==> src/dohrp_pkg.sv <==
`timescale 1ns / 1ps
// Shared types and constants for the DNS-over-HTTP response parser.
// Holds parse phases, status codes, character codes and the match patterns.
package dohrp_pkg;

  typedef enum logic [3:0] {
    PH_VERSION      = 4'd0,
    PH_STATUS_CODE  = 4'd1,
    PH_STATUS_MSG   = 4'd2,
    PH_WAIT_CRLF    = 4'd3,
    PH_HDR_CONTENT  = 4'd4,
    PH_HDR_TYPE     = 4'd5,
    PH_HDR_LENGTH   = 4'd6,
    PH_TYPE_VALUE   = 4'd7,
    PH_LENGTH_VALUE = 4'd8,
    PH_INSTANT_LB   = 4'd9,
    PH_END_OF_HDR   = 4'd10,
    PH_BODY         = 4'd11,
    PH_FINISHED     = 4'd12,
    PH_ERROR        = 4'd13
  } phase_e;

  typedef enum logic [1:0] {
    ST_HEADER = 2'd0,
    ST_BODY   = 2'd1,
    ST_DONE   = 2'd2,
    ST_ERROR  = 2'd3
  } status_e;

  localparam logic [7:0] CH_SP = 8'h20;
  localparam logic [7:0] CH_CR = 8'h0d;
  localparam logic [7:0] CH_LF = 8'h0a;

  localparam logic [4:0] VERSION_LEN = 5'd8;
  localparam logic [4:0] CODE_LEN    = 5'd3;
  localparam logic [4:0] MSG_LEN     = 5'd2;
  localparam logic [4:0] CONTENT_LEN = 5'd8;
  localparam logic [4:0] TYPE_LEN    = 5'd5;
  localparam logic [4:0] LENGTH_LEN  = 5'd7;
  localparam logic [4:0] VALUE_LEN   = 5'd23;
  localparam logic [4:0] COUNT_MAX   = 5'd31;

  // "HTTP/1.0"
  function automatic logic [7:0] pat_version(input logic [4:0] idx);
    logic [7:0] c;
    case (idx)
      5'd0:    c = "H";
      5'd1:    c = "T";
      5'd2:    c = "T";
      5'd3:    c = "P";
      5'd4:    c = "/";
      5'd5:    c = "1";
      5'd6:    c = ".";
      5'd7:    c = "0";
      default: c = 8'h00;
    endcase
    return c;
  endfunction

  // "200"
  function automatic logic [7:0] pat_code(input logic [4:0] idx);
    logic [7:0] c;
    case (idx)
      5'd0:    c = "2";
      5'd1:    c = "0";
      5'd2:    c = "0";
      default: c = 8'h00;
    endcase
    return c;
  endfunction

  // "OK"
  function automatic logic [7:0] pat_msg(input logic [4:0] idx);
    logic [7:0] c;
    case (idx)
      5'd0:    c = "O";
      5'd1:    c = "K";
      default: c = 8'h00;
    endcase
    return c;
  endfunction

  // "content-"
  function automatic logic [7:0] pat_content(input logic [4:0] idx);
    logic [7:0] c;
    case (idx)
      5'd0:    c = "c";
      5'd1:    c = "o";
      5'd2:    c = "n";
      5'd3:    c = "t";
      5'd4:    c = "e";
      5'd5:    c = "n";
      5'd6:    c = "t";
      5'd7:    c = "-";
      default: c = 8'h00;
    endcase
    return c;
  endfunction

  // "type:"
  function automatic logic [7:0] pat_type(input logic [4:0] idx);
    logic [7:0] c;
    case (idx)
      5'd0:    c = "t";
      5'd1:    c = "y";
      5'd2:    c = "p";
      5'd3:    c = "e";
      5'd4:    c = ":";
      default: c = 8'h00;
    endcase
    return c;
  endfunction

  // "length:"
  function automatic logic [7:0] pat_length(input logic [4:0] idx);
    logic [7:0] c;
    case (idx)
      5'd0:    c = "l";
      5'd1:    c = "e";
      5'd2:    c = "n";
      5'd3:    c = "g";
      5'd4:    c = "t";
      5'd5:    c = "h";
      5'd6:    c = ":";
      default: c = 8'h00;
    endcase
    return c;
  endfunction

  // "application/dns-message"
  function automatic logic [7:0] pat_value(input logic [4:0] idx);
    logic [7:0] c;
    case (idx)
      5'd0:    c = "a";
      5'd1:    c = "p";
      5'd2:    c = "p";
      5'd3:    c = "l";
      5'd4:    c = "i";
      5'd5:    c = "c";
      5'd6:    c = "a";
      5'd7:    c = "t";
      5'd8:    c = "i";
      5'd9:    c = "o";
      5'd10:   c = "n";
      5'd11:   c = "/";
      5'd12:   c = "d";
      5'd13:   c = "n";
      5'd14:   c = "s";
      5'd15:   c = "-";
      5'd16:   c = "m";
      5'd17:   c = "e";
      5'd18:   c = "s";
      5'd19:   c = "s";
      5'd20:   c = "a";
      5'd21:   c = "g";
      5'd22:   c = "e";
      default: c = 8'h00;
    endcase
    return c;
  endfunction

  function automatic logic [7:0] low_case(input logic [7:0] c);
    return (c inside {["A":"Z"]}) ? c + 8'd32 : c;
  endfunction

  function automatic logic is_digit(input logic [7:0] c);
    return c inside {["0":"9"]};
  endfunction

endpackage

==> src/dns_over_http_response_parser.sv <==
`timescale 1ns / 1ps
// Top level of the DNS-over-HTTP response parser: byte-wide header scanner
// and body pass-through. Depends on dohrp_pkg.

// Streaming parser for an HTTP/1.0 response carrying a DNS message. Feed one
// response byte per transaction on the input channel; every accepted byte
// yields exactly one result transaction with a status (header, body byte,
// finished, error), the body byte itself, a last-body-byte mark, the content
// length parsed so far and the dns-message content-type flag. Set
// new_response_i with the first byte of each response to clear all parser
// state before that byte is taken. The block sustains one byte per clock
// while the result is not stalled: a byte is held in the input register,
// then the phase machine and the length accumulator (one shift-add and
// compare) update state and load the result register, which drives the
// output channel. The result register parts the two channels; a stalled
// result holds back only the input register, and the input stalls only
// while both registers are full and the result is stalled.
// Content lengths above 2^LENGTH_BITS - 1 report error; length_value_o
// carries the low 16 bits of the accumulated length.
module dns_over_http_response_parser #(
  parameter int LENGTH_BITS = 16
) (
  input  logic       clk_i,
  input  logic       rst_ni,
  input  logic       in_valid_i,
  output logic       in_stall_o,
  input  logic [7:0] rx_byte_i,
  input  logic       new_response_i,
  output logic       out_valid_o,
  input  logic       out_stall_i,
  output logic [1:0] parse_status_o,
  output logic [7:0] body_byte_o,
  output logic       body_last_o,
  output logic [15:0] length_value_o,
  output logic       dns_type_seen_o
);
  import dohrp_pkg::*;

  localparam int ExtBits = LENGTH_BITS + 4;

  // Input register.
  logic       in_vld_q;
  logic [7:0] in_byte_q;
  logic       in_new_q;

  // Parser state.
  phase_e                 phase_q, phase_d;
  logic [4:0]             match_q, match_d;
  logic                   nonempty_q, nonempty_d;
  logic [LENGTH_BITS-1:0] accum_q, accum_d;
  logic                   known_q, known_d;
  logic                   typed_q, typed_d;
  logic [LENGTH_BITS-1:0] count_q, count_d;

  // Result register.
  logic        out_vld_q;
  status_e     status_q, status_d;
  logic [7:0]  body_q, body_d;
  logic        last_q, last_d;
  logic [15:0] len_q, len_d;
  logic        seen_q, seen_d;

  logic process;
  logic emit;

  // Fire the parser whenever a byte waits and the result slot is free or draining.
  assign process    = in_vld_q && (!out_vld_q || !out_stall_i);
  assign in_stall_o = in_vld_q && !process;

  // Current state as seen by this byte: new_response clears it first.
  phase_e                 ph_c;
  logic [4:0]             mc_c;
  logic                   ne_c;
  logic [LENGTH_BITS-1:0] acc_c;
  logic                   kn_c;
  logic                   ty_c;
  logic [LENGTH_BITS-1:0] cnt_c;

  always_comb begin
    if (in_new_q) begin
      ph_c  = PH_VERSION;
      mc_c  = 5'd0;
      ne_c  = 1'b0;
      acc_c = '0;
      kn_c  = 1'b0;
      ty_c  = 1'b0;
      cnt_c = '0;
    end else begin
      ph_c  = phase_q;
      mc_c  = match_q;
      ne_c  = nonempty_q;
      acc_c = accum_q;
      kn_c  = known_q;
      ty_c  = typed_q;
      cnt_c = count_q;
    end
  end

  // Length accumulation: accum * 10 + digit, widened to spot overflow.
  logic [7:0]             b;
  logic [7:0]             lc;
  logic [ExtBits-1:0]     acc_ext;
  logic [ExtBits-1:0]     next_len;
  logic                   len_ovf;
  logic [LENGTH_BITS-1:0] cnt_inc;

  assign b        = in_byte_q;
  assign lc       = low_case(in_byte_q);
  assign acc_ext  = {4'd0, acc_c};
  assign next_len = (acc_ext << 3) + (acc_ext << 1) + {{LENGTH_BITS{1'b0}}, b[3:0]};
  assign len_ovf  = |next_len[ExtBits-1:LENGTH_BITS];
  assign cnt_inc  = cnt_c + {{(LENGTH_BITS-1){1'b0}}, 1'b1};

  // Next state.
  always_comb begin
    phase_d    = ph_c;
    match_d    = mc_c;
    nonempty_d = ne_c;
    accum_d    = acc_c;
    known_d    = kn_c;
    typed_d    = ty_c;
    count_d    = cnt_c;
    case (ph_c)
      PH_VERSION: begin
        if (mc_c < VERSION_LEN && b == pat_version(mc_c)) begin
          match_d = mc_c + 5'd1;
        end else if (mc_c == VERSION_LEN && b == CH_SP) begin
          phase_d = PH_STATUS_CODE;
          match_d = 5'd0;
        end else begin
          phase_d = PH_ERROR;
        end
      end
      PH_STATUS_CODE: begin
        if (mc_c < CODE_LEN && b == pat_code(mc_c)) begin
          match_d = mc_c + 5'd1;
        end else if (mc_c == CODE_LEN && b == CH_SP) begin
          phase_d = PH_STATUS_MSG;
          match_d = 5'd0;
        end else begin
          phase_d = PH_ERROR;
        end
      end
      PH_STATUS_MSG: begin
        if (mc_c < MSG_LEN && b == pat_msg(mc_c)) begin
          if (mc_c + 5'd1 == MSG_LEN) begin
            phase_d = PH_WAIT_CRLF;
            match_d = 5'd0;
          end else begin
            match_d = mc_c + 5'd1;
          end
        end else begin
          phase_d = PH_ERROR;
        end
      end
      PH_WAIT_CRLF: begin
        if (b == CH_CR && mc_c == 5'd0) begin
          match_d = 5'd1;
        end else if (b == CH_LF && mc_c <= 5'd1) begin
          nonempty_d = 1'b0;
          match_d    = 5'd0;
          phase_d    = PH_HDR_CONTENT;
        end else begin
          phase_d = PH_ERROR;
        end
      end
      PH_HDR_CONTENT: begin
        if (!ne_c && (b == CH_CR || b == CH_LF)) begin
          phase_d = PH_ERROR;
        end else if (b == CH_LF) begin
          nonempty_d = 1'b0;
        end else begin
          nonempty_d = 1'b1;
          if (mc_c == CONTENT_LEN) begin
            // Prefix matched: pick the header by its next letter.
            if (lc == pat_length(5'd0) && !kn_c) begin
              phase_d = PH_HDR_LENGTH;
              match_d = 5'd1;
            end else if (lc == pat_type(5'd0) && !ty_c) begin
              phase_d = PH_HDR_TYPE;
              match_d = 5'd1;
            end else begin
              match_d = 5'd0;
            end
          end else if (mc_c < CONTENT_LEN && lc == pat_content(mc_c)) begin
            match_d = mc_c + 5'd1;
          end else begin
            match_d = 5'd0;
          end
        end
      end
      PH_HDR_TYPE: begin
        if (b == CH_LF && ne_c) begin
          phase_d = PH_ERROR;
        end else begin
          nonempty_d = 1'b1;
          if (mc_c == TYPE_LEN) begin
            if (b == CH_SP) begin
              match_d = 5'd0;
              phase_d = PH_TYPE_VALUE;
            end else if (lc != pat_value(5'd0)) begin
              phase_d = PH_ERROR;
            end else begin
              match_d = 5'd1;
              phase_d = PH_TYPE_VALUE;
            end
          end else if (mc_c < TYPE_LEN && lc == pat_type(mc_c)) begin
            match_d = mc_c + 5'd1;
          end else begin
            phase_d = PH_HDR_CONTENT;
            match_d = 5'd0;
          end
        end
      end
      PH_HDR_LENGTH: begin
        if (b == CH_LF && ne_c) begin
          phase_d = PH_ERROR;
        end else begin
          nonempty_d = 1'b1;
          if (mc_c == LENGTH_LEN) begin
            if (b == CH_SP) begin
              accum_d = '0;
              known_d = 1'b1;
              match_d = 5'd0;
              phase_d = PH_LENGTH_VALUE;
            end else if (!is_digit(b)) begin
              phase_d = PH_ERROR;
            end else begin
              accum_d = {{(LENGTH_BITS-4){1'b0}}, b[3:0]};
              known_d = 1'b1;
              match_d = 5'd1;
              phase_d = PH_LENGTH_VALUE;
            end
          end else if (mc_c < LENGTH_LEN && lc == pat_length(mc_c)) begin
            match_d = mc_c + 5'd1;
          end else begin
            phase_d = PH_HDR_CONTENT;
            match_d = 5'd0;
          end
        end
      end
      PH_TYPE_VALUE: begin
        if (mc_c < VALUE_LEN && lc == pat_value(mc_c)) begin
          if (mc_c + 5'd1 == VALUE_LEN) begin
            typed_d = 1'b1;
            match_d = 5'd0;
            phase_d = kn_c ? PH_END_OF_HDR : PH_WAIT_CRLF;
          end else begin
            match_d = mc_c + 5'd1;
          end
        end else begin
          phase_d = PH_ERROR;
        end
      end
      PH_LENGTH_VALUE: begin
        if (is_digit(b)) begin
          if (len_ovf) begin
            phase_d = PH_ERROR;
          end else begin
            accum_d = next_len[LENGTH_BITS-1:0];
            if (mc_c < COUNT_MAX) begin
              match_d = mc_c + 5'd1;
            end
          end
        end else if (b == CH_CR) begin
          // Hold: carriage return inside the value is skipped.
        end else if (b == CH_LF) begin
          match_d    = 5'd0;
          nonempty_d = 1'b0;
          phase_d    = ty_c ? PH_INSTANT_LB : PH_HDR_CONTENT;
        end else begin
          phase_d = PH_ERROR;
        end
      end
      PH_INSTANT_LB: begin
        if (b == CH_LF && mc_c <= 5'd1) begin
          match_d = 5'd0;
          count_d = '0;
          phase_d = (acc_c == '0) ? PH_FINISHED : PH_BODY;
        end else if (b == CH_CR && mc_c == 5'd0) begin
          match_d = 5'd1;
        end else begin
          match_d = 5'd0;
          phase_d = PH_END_OF_HDR;
        end
      end
      PH_END_OF_HDR: begin
        if (b == CH_LF) begin
          phase_d = PH_INSTANT_LB;
        end
      end
      PH_BODY: begin
        count_d = cnt_inc;
        if (cnt_inc >= acc_c) begin
          phase_d = PH_FINISHED;
        end
      end
      PH_FINISHED: begin
      end
      PH_ERROR: begin
      end
      default: begin
        phase_d = PH_ERROR;
      end
    endcase
  end

  // Result fields.
  assign emit = (ph_c == PH_BODY);

  always_comb begin
    if (phase_d == PH_ERROR) begin
      status_d = ST_ERROR;
    end else if (emit) begin
      status_d = ST_BODY;
    end else if (phase_d == PH_FINISHED) begin
      status_d = ST_DONE;
    end else begin
      status_d = ST_HEADER;
    end
    body_d = emit ? b : 8'd0;
    last_d = emit && (phase_d == PH_FINISHED);
    len_d  = 16'(accum_d);
    seen_d = typed_d;
  end

  // Input register: advance whenever the slot is not held.
  always_ff @(posedge clk_i or negedge rst_ni) begin
    if (!rst_ni) begin
      in_vld_q <= 1'b0;
    end else if (!in_stall_o) begin
      in_vld_q <= in_valid_i;
    end
  end

  always_ff @(posedge clk_i) begin
    if (!in_stall_o && in_valid_i) begin
      in_byte_q <= rx_byte_i;
      in_new_q  <= new_response_i;
    end
  end

  // Parser state: update once per processed byte.
  always_ff @(posedge clk_i or negedge rst_ni) begin
    if (!rst_ni) begin
      phase_q    <= PH_VERSION;
      match_q    <= 5'd0;
      nonempty_q <= 1'b0;
      accum_q    <= '0;
      known_q    <= 1'b0;
      typed_q    <= 1'b0;
      count_q    <= '0;
    end else if (process) begin
      phase_q    <= phase_d;
      match_q    <= match_d;
      nonempty_q <= nonempty_d;
      accum_q    <= accum_d;
      known_q    <= known_d;
      typed_q    <= typed_d;
      count_q    <= count_d;
    end
  end

  // Result register: load on process, drop valid once taken.
  always_ff @(posedge clk_i or negedge rst_ni) begin
    if (!rst_ni) begin
      out_vld_q <= 1'b0;
    end else if (process) begin
      out_vld_q <= 1'b1;
    end else if (!out_stall_i) begin
      out_vld_q <= 1'b0;
    end
  end

  always_ff @(posedge clk_i) begin
    if (process) begin
      status_q <= status_d;
      body_q   <= body_d;
      last_q   <= last_d;
      len_q    <= len_d;
      seen_q   <= seen_d;
    end
  end

  assign out_valid_o     = out_vld_q;
  assign parse_status_o  = status_q;
  assign body_byte_o     = body_q;
  assign body_last_o     = last_q;
  assign length_value_o  = len_q;
  assign dns_type_seen_o = seen_q;

`ifndef SYNTH
  // A last-byte mark only rides on an emitted body byte.
  a_last_is_body: assert property (@(posedge clk_i) disable iff (!rst_ni)
    out_vld_q && last_q |-> status_q == ST_BODY)
    else $error("body_last without a body byte");

  // Non-body results carry a zero byte.
  a_body_zero: assert property (@(posedge clk_i) disable iff (!rst_ni)
    out_vld_q && status_q != ST_BODY |-> body_q == 8'd0)
    else $error("body byte set outside the body");

  // While in the body, the byte count stays below the content length.
  a_count_bound: assert property (@(posedge clk_i) disable iff (!rst_ni)
    phase_q == PH_BODY |-> count_q < accum_q)
    else $error("body count reached length without finishing");

  // Errors are sticky until a new response starts.
  a_error_sticky: assert property (@(posedge clk_i) disable iff (!rst_ni)
    process && phase_q == PH_ERROR && !in_new_q |=> phase_q == PH_ERROR)
    else $error("error phase left without new response");

  // A stalled result holds the byte in the full input register.
  a_hold_input: assert property (@(posedge clk_i) disable iff (!rst_ni)
    in_vld_q && out_vld_q && out_stall_i |=> in_vld_q && $stable(in_byte_q))
    else $error("input byte lost under output stall");
`endif

endmodule
==> config.mk <==
export PLATFORM = sky130hd
export DESIGN_NAME = dns_over_http_response_parser
export DESIGN_NICKNAME = d
export VERILOG_FILES = /design/src/dohrp_pkg.sv /design/src/dns_over_http_response_parser.sv
export SDC_FILE = /design/constraint.sdc
export NUM_CORES = 1
export LEC_CHECK = 0
export BUFFER_PORTS_ARGS = -buffer_cell sky130_fd_sc_hd__buf_2
export CAP_MARGIN = 5
export CORE_MARGIN = 5
export CORE_UTILIZATION = 29
export CTS_BUF_LIST = sky130_fd_sc_hd__clkbuf_2 sky130_fd_sc_hd__clkbuf_4 sky130_fd_sc_hd__clkbuf_8
export DETAILED_ROUTE_END_ITERATION = 6
export PLACE_DENSITY_LB_ADDON = 0.1
export SKIP_LAST_GASP = 1
export SLEW_MARGIN = 20
export SYNTH_ARGS = -nofsm -noshare
export SYNTH_HDL_FRONTEND = slang
export SYNTH_SLANG_ARGS = --single-unit
==> constraint.sdc <==
create_clock -name clk_i -period 12.25 [get_ports clk_i]
set_input_delay 1.225 -clock clk_i [delete_from_list [all_inputs] [get_ports clk_i]]
set_output_delay 1.225 -clock clk_i [all_outputs]
set_load 0.02 [all_outputs]
==> run_results.csv, run 1 <==
group,metric,value,unit
run_status,status,"finished, final reports clean",
cells_and_area,nFillCells,2823,
logic_synthesis,synth_cell_type_count,89,
route,detail-route-antenna-nets,0,
logic_synthesis,synth_top_area_frac,0.145,
clocking,cts_setup_buffers,0,
clocking,post_cts_resized,0,
logic_synthesis,netlist_top_cells_area,"dfrtp_1 (15%), edfxtp_1 (14%), ha_1 (9.0%)",
logic_synthesis,synth_seq_area_share,0.286,
floorplanning,rows,60,
global_route,antenna_found_initial,1,
global_route,grt_overflow,0,
timing,slew_headroom,0.403,
logic_synthesis,syn-num-nets,1059,
route,avgRoutedWirePerCell,21.2,um
worst_setup_path,reg2reg_slack,7.25,ns
clocking,path_clk_slew,0.11,ns
clocking,hold_buffers,0,
worst_setup_path,worstPathRequired,12.52,ns
cells_and_area,final_util,0.319,
worst_setup_path,crit_slowest_cell,"fa_1",
timing,hold_ws,0.505,ns
timing,tns,0,ns
route,viasPerCell,5.69,
timing,fin_crit,5.00,ns
worst_setup_path,crit_path_start_kind,"register",
timing,hold_viol,0,
worst_setup_path,critPathMaxStageDelay,0.42,ns
clocking,cts_tree,"done",
cells_and_area,instances_no_fill,1338,
cells_and_area,nets,1063,
cells_and_area,drive_gt1_frac,0.115,
route,num_vias,7611,
place,dp_hpwl,20.8,mm
place,dp.cells,1322,
cells_and_area,num_antenna_cells,0,
global_route,grt_max_degree,59,
job,drv_cap,0,
clocking,root_buffer,"clkbuf_8",
global_route,grt_use_met2,0.266,
global_route,grtUsageMet1,0.277,
clocking,cts_buffer_depth,2,
floorplanning,die_w,175,um
worst_setup_path,cp_data_arrival_time,5.27,ns
logic_synthesis,ys_warn_count,0,
logic_synthesis,ys_ff_latch,83,
worst_setup_path,critPathCaptureType,"register",
logic_synthesis,avgSynthCellArea,8.01,um2
floorplanning,fp.dieH,175,um
power,p_leak,3.58,nW
route,drc,0,
logic_synthesis,synth_cells,988,
worst_hold_path,whs_path_depth,1,
floorplanning,pin_count,43,
logic_synthesis,synth_area,7920,um2
clocking,htreeDepth,3,
cells_and_area,final_common_cell,"nand2_1",
power,max-vdd-ir-drop,0.0517,mV
clocking,cts_sinks,83,
worst_setup_path,path_max_fanout,35,
worst_hold_path,hold_path.class,"reg2reg",
timing,fin_crit_sh,0.408,
place,port_buffers,42,
logic_synthesis,synth-edff-count,37,
timing,clock_skew,0.0225,ns
floorplanning,initial_core_util,0.294,
route,drt_iter0_drc,641,
place,gp_congestion,0.944,
timing,grt_setup_unrepaired,"no",
global_route,grt_first_pass_wirelength,43.9,mm
cells_and_area,synthToLayoutAreaGrowth,8.52,%
timing,tightest_slew,0.892,ns
global_route,grt_busiest_layer,"met1",
logic_synthesis,yosysTopAreaCell,"dfrtp_1",
floorplanning,die_area,30700,um2
power,p_per_area,116,nW/um2
route,drt-pass1-iter-count,6,
worst_setup_path,crit_type,"reg2reg",
logic_synthesis,synth_ff_type,"dfrtp_1",
timing,final-setup-viol-count,0,
worst_setup_path,r2r_cells,18,
clocking,worst_skew_pair.late_latency,0.40,ns
logic_synthesis,async_flop_share,0.554,
global_route,met3_usage,0.0303,
clocking,numCtsBuffers,9,
timing,fmax,0.200,GHz
worst_setup_path,crit_chain,"buf_4 -> inv_2 -> buf_4 -> nand2_1 -> inv_1 -> ha_1 -> ha_1 -> fa_1 -> a21oi_1 -> o211ai_1 -> a211oi_2 -> o21ai_0 -> mux2_2 -> or2_1 -> nand2_1 -> a21oi_1 -> a211o_1 -> mux2_2",
floorplanning,coreArea,27000,um2
route,wl,28.4,mm
timing,maxSlewViolCount,0,
global_route,grt_usage,0.181,
cells_and_area,final_cell_mix,"nand2_1 (122), nor2_1 (78), o21ai_0 (76)",
global_route,grt_pass1_vias,7303,
==> final cells by class <==
class	count	area, um2	share of cell area
flip-flops and latches	83	2260	0.263
inverters	39	146	0.0170
multi-input cells	803	5240	0.609
clock inverters	7	81.3	0.00947
well taps	341	427	0.0497
clock buffers	9	124	0.0144
repair buffers	56	315	0.0367
==> synth_stat cells (21+ instances only) <==
library cell / instances
a21oi_1: 65
dfrtp_1: 46
edfxtp_1: 37
xnor2_1: 28
nor3_1: 34
ha_1: 57
buf_2: 21
nand3_1: 37
nor2_1: 78
inv_1: 38
o21ai_0: 76
nand2_1: 122
clkbuf_1: 32
==> sequential cells by signal (all words and copies together) (netlist names) <==
signal and cells:
parse_status_o 2, count_q 16, match_q 5, typed_q 1
body_byte_o 8, in_new_q 1, out_valid_o 1, nonempty_q 1
phase_q 4, dns_type_seen_o 1, known_q 1, accum_q 16
b 8, length_value_o 16, body_last_o 1, in_vld_q 1
==> final timing paths <==
kind	from	end
setup / recovery	in_new_q$_DFFE_PP_	accum_q[2]$_DFFE_PN0P_
hold / removal	count_q[6]$_DFFE_PN0P_	count_q[6]$_DFFE_PN0P_
setup reg to reg	in_new_q$_DFFE_PP_	accum_q[2]$_DFFE_PN0P_
hold reg to reg	count_q[6]$_DFFE_PN0P_	count_q[6]$_DFFE_PN0P_
max in group asynchronous	rst_ni	match_q[2]$_DFFE_PN0P_
min in group asynchronous	rst_ni	accum_q[11]$_DFFE_PN0P_
==> logic make-up after synthesis <==
logic type | count (synthesis) | synth area share
flip-flops | 83 | 0.286
adder cells (fa/ha/maj) | 58 | 0.0926
XOR/XNOR | 46 | 0.0509
AO/OA/AOI/OAI | 282 | 0.238
AND/OR/NAND/NOR | 402 | 0.259
buffers and inverters | 102 | 0.0536
multiplexers | 15 | 0.0210
==> metal layers <==
layer	vias to the layer above	wire length, um
met3	30	1850
met5	-	0
li1	3647	-
met4	0	373
met1	3660	14300
met2	274	11900
==> power breakdown <==
part           switching, W  leakage (nW)  internal (W)
Combinational      0.000268          2.50      0.000144
Clock              0.000134         0.103     0.0000812
Sequential        0.0000491         0.978      0.000318
Total              0.000451          3.58      0.000543
==> worst max-delay path, delay by kind of cell (launching register included) <==
| kind | cells | cell delay, ns |
|---|---|---|
| muxes | 2 | 0.61 |
| adders and majority gates | 3 | 0.89 |
| buffers and inverters | 4 | 0.83 |
| AOI/OAI and AO/OA | 6 | 1.35 |
| DFF | 1 | 0.37 |
| and+or+nand+nor | 3 | 0.80 |
==> metrics by stage <==
step	worst slack (ns)	total power, W	cell area [um2]
floorplan	7.55	0.000660	7920
global placement	7.26	0.000784	8390
detailed placement	7.29	0.000777	8390
CTS	7.24	0.00100	8590
global route	6.84	0.00105	8590
finish	7.25	0.000994	8590
Note: power is estimated with default switching activity, not from simulation.
==> run 2: changes to the inputs <==
clock period = 4.8 ns   (was 12.25 ns; I/O delays follow)
==> run_results.csv, run 2 (synthesis results as in run 1) <==
group,metric,value,unit
run_status,status,"finished, final reports clean",
worst_setup_path,path_max_fanout,17,
floorplanning,die_w,175,um
cells_and_area,synthToLayoutAreaGrowth,10.8,%
timing,maxSlewViolCount,0,
floorplanning,die_area,30700,um2
timing,fin_crit_sh,0.945,
place,port_buffers,42,
cells_and_area,nFillCells,2885,
power,p_clk_frac,0.209,
power,p_int,0.00143,W
timing,tightest_slew,0.945,ns
worst_setup_path,crit_path_start_kind,"register",
timing,hold_viol,0,
worst_setup_path,crit_type,"reg2reg",
cells_and_area,final_util,0.325,
worst_setup_path,crit_chain,"buf_4 -> nor2b_1 -> ha_1 -> nand3_1 -> nor2_1 -> nand4_1 -> or3_1 -> a21oi_1 -> ha_1 -> nand4_1 -> a211oi_1 -> o21ai_0 -> a31oi_1 -> a2111oi_4 -> nor2_1 -> a2111oi_0 -> nand4_1 -> o31ai_1 -> o21ai_1",
clocking,cts_buffer_depth,2,
route,num_vias,7700,
route,drt-pass1-iter-count,5,
worst_setup_path,critPathCaptureType,"register",
clocking,worst_skew_pair.late_latency,0.39,ns
worst_setup_path,crit_slowest_cell,"edfxtp_1",
place,dp_hpwl,22.7,mm
global_route,grt_usage,0.192,
worst_setup_path,cp_data_arrival_time,4.66,ns
cells_and_area,final_common_cell,"nand2_1",
power,power_switching_share,0.454,
timing,final-setup-viol-count,0,
cells_and_area,regArea,2260,um2
clocking,numCtsBuffers,9,
clocking,root_buffer,"clkbuf_8",
clocking,path_clk_slew,0.11,ns
clocking,cts_sinks,83,
worst_setup_path,worst-path-buf-inv,1,
cells_and_area,nets,1085,
clocking,post_cts_resized,0,
worst_hold_path,hold_path.class,"in2async",
floorplanning,coreArea,27000,um2
power,p_per_area,298,nW/um2
global_route,grt_max_degree,47,
route,detail-route-antenna-nets,0,
timing,slew_headroom,0.362,
timing,fmax,0.220,GHz
global_route,grt_pass1_vias,7334,
job,drv_cap,0,
power,p_total,0.00262,W
timing,layout_setup_ws,0.262,ns
global_route,grt_first_pass_wirelength,46.0,mm
worst_setup_path,cp_top_family,"simple AND/OR/NAND/NOR gates",
floorplanning,pin_count,43,
route,drt_iter0_drc,768,
route,drc,0,
global_route,grt_overflow,0,
timing,clock_skew,0.0207,ns
cells_and_area,num_antenna_cells,0,
timing,hold_ws,0.188,ns
floorplanning,fp.dieH,175,um
cells_and_area,multi_input_area,5250,um2
cells_and_area,drive_gt1_frac,0.135,
worst_setup_path,worstPathRequired,4.92,ns
worst_setup_path,critPathMaxStageDelay,0.44,ns
route,viasPerCell,5.66,
clocking,hold_buffers,0,
power,seqPwrFrac,0.344,
worst_setup_path,cpMostUsedCell,"nand4_1",
route,avgRoutedWirePerCell,22.1,um
power,pwr-share-comb,0.447,
timing,tns,0,ns
clocking,cts_setup_buffers,0,
global_route,antenna_found_initial,0,
power,p_leak,3.69,nW
clocking,cts_tree,"done",
floorplanning,rows,60,
cells_and_area,final_cell_mix,"nand2_1 (122), nor2_1 (78), o21ai_0 (76)",
place,gp_congestion,0.964,
place,place_worst_setup_slack,0.194,ns
clocking,htreeDepth,3,
power,switchingPower,0.00119,W
timing,fin_crit,4.54,ns
power,max-vdd-ir-drop,0.151,mV
floorplanning,initial_core_util,0.294,
route,wl,30.0,mm
==> run 2: cell count changes in the layout (fill, tap and decap cells not counted), sizes merged <==
cell,change
inv,+1
clkinv,-2
buf,+22
clkinvlp,+1
==> run 2: power groups by stage <==
stage | sequential, W | clock, W | combinational, W
3_5_place_dp | 0.000912 | 0 | 0.00114
5_1_grt | 0.000910 | 0.000596 | 0.00127
3_3_place_gp | 0.000917 | 0 | 0.00116
2_1_floorplan | 0.000891 | 0 | 0.000792
4_1_cts | 0.000899 | 0.000577 | 0.00115
6_report | 0.000899 | 0.000546 | 0.00117
==> run 2: per-layer routing <==
metal	track usage	up-vias	share of wire
met4	0.0517	0	0.023
met5	0	-	0
met3	0.0329	32	0.055
met2	0.278	263	0.42
li1	-	3683	-
met1	0.292	3722	0.50
==> run 2: path summary, 6_finish.rpt <==
kind | from | end | slack [ns] | cells past startpoint
hold reg to reg | count_q[6]$_DFFE_PN0P_ | count_q[6]$_DFFE_PN0P_ | 0.51 | 1
max in group asynchronous | rst_ni | match_q[3]$_DFFE_PN0P_ | 4.16 | 2
setup reg to reg | in_new_q$_DFFE_PP_ | parse_status_o[0]$_SDFFCE_PP1P_ | 0.26 | 19
hold / removal | rst_ni | count_q[12]$_DFFE_PN0P_ | 0.19 | 2
setup / recovery | in_new_q$_DFFE_PP_ | parse_status_o[0]$_SDFFCE_PP1P_ | 0.26 | 19
min in group clk_i | rx_byte_i[4] | b[4]$_DFFE_PP_ | 0.27 | 1
==> run 2: area by class of cell <==
cell class / count / share of cell area
Multi-Input combinational cell: 803 / 0.599
Sequential cell: 83 / 0.258
Timing Repair Buffer: 78 / 0.0548
Tap cell: 341 / 0.0486
Inverter: 39 / 0.0167
Clock buffer: 9 / 0.0141
Clock inverter: 7 / 0.00913
==> run 2: through the flow <==
stage | cell area [um2] | std cells
after floorplan | 7920 | 988
after global routing | 8770 | 1360
final | 8770 | 1360
after global placement | 8550 | 1344
after CTS | 8760 | 1360
after detailed placement | 8550 | 1344
==> run 2: worst reg2reg max path, cell delays in order (launching register included) <==
cell       delay [ns]
edfxtp_1         0.44
buf_4            0.22
nor2b_1          0.13
ha_1             0.25
nand3_1          0.10
nor2_1           0.21
nand4_1          0.26
or3_1            0.41
a21oi_1          0.29
ha_1             0.30
nand4_1          0.11
a211oi_1         0.06
o21ai_0          0.10
a31oi_1          0.11
a2111oi_4        0.33
nor2_1           0.14
a2111oi_0        0.36
nand4_1          0.20
o31ai_1          0.14
o21ai_1          0.11
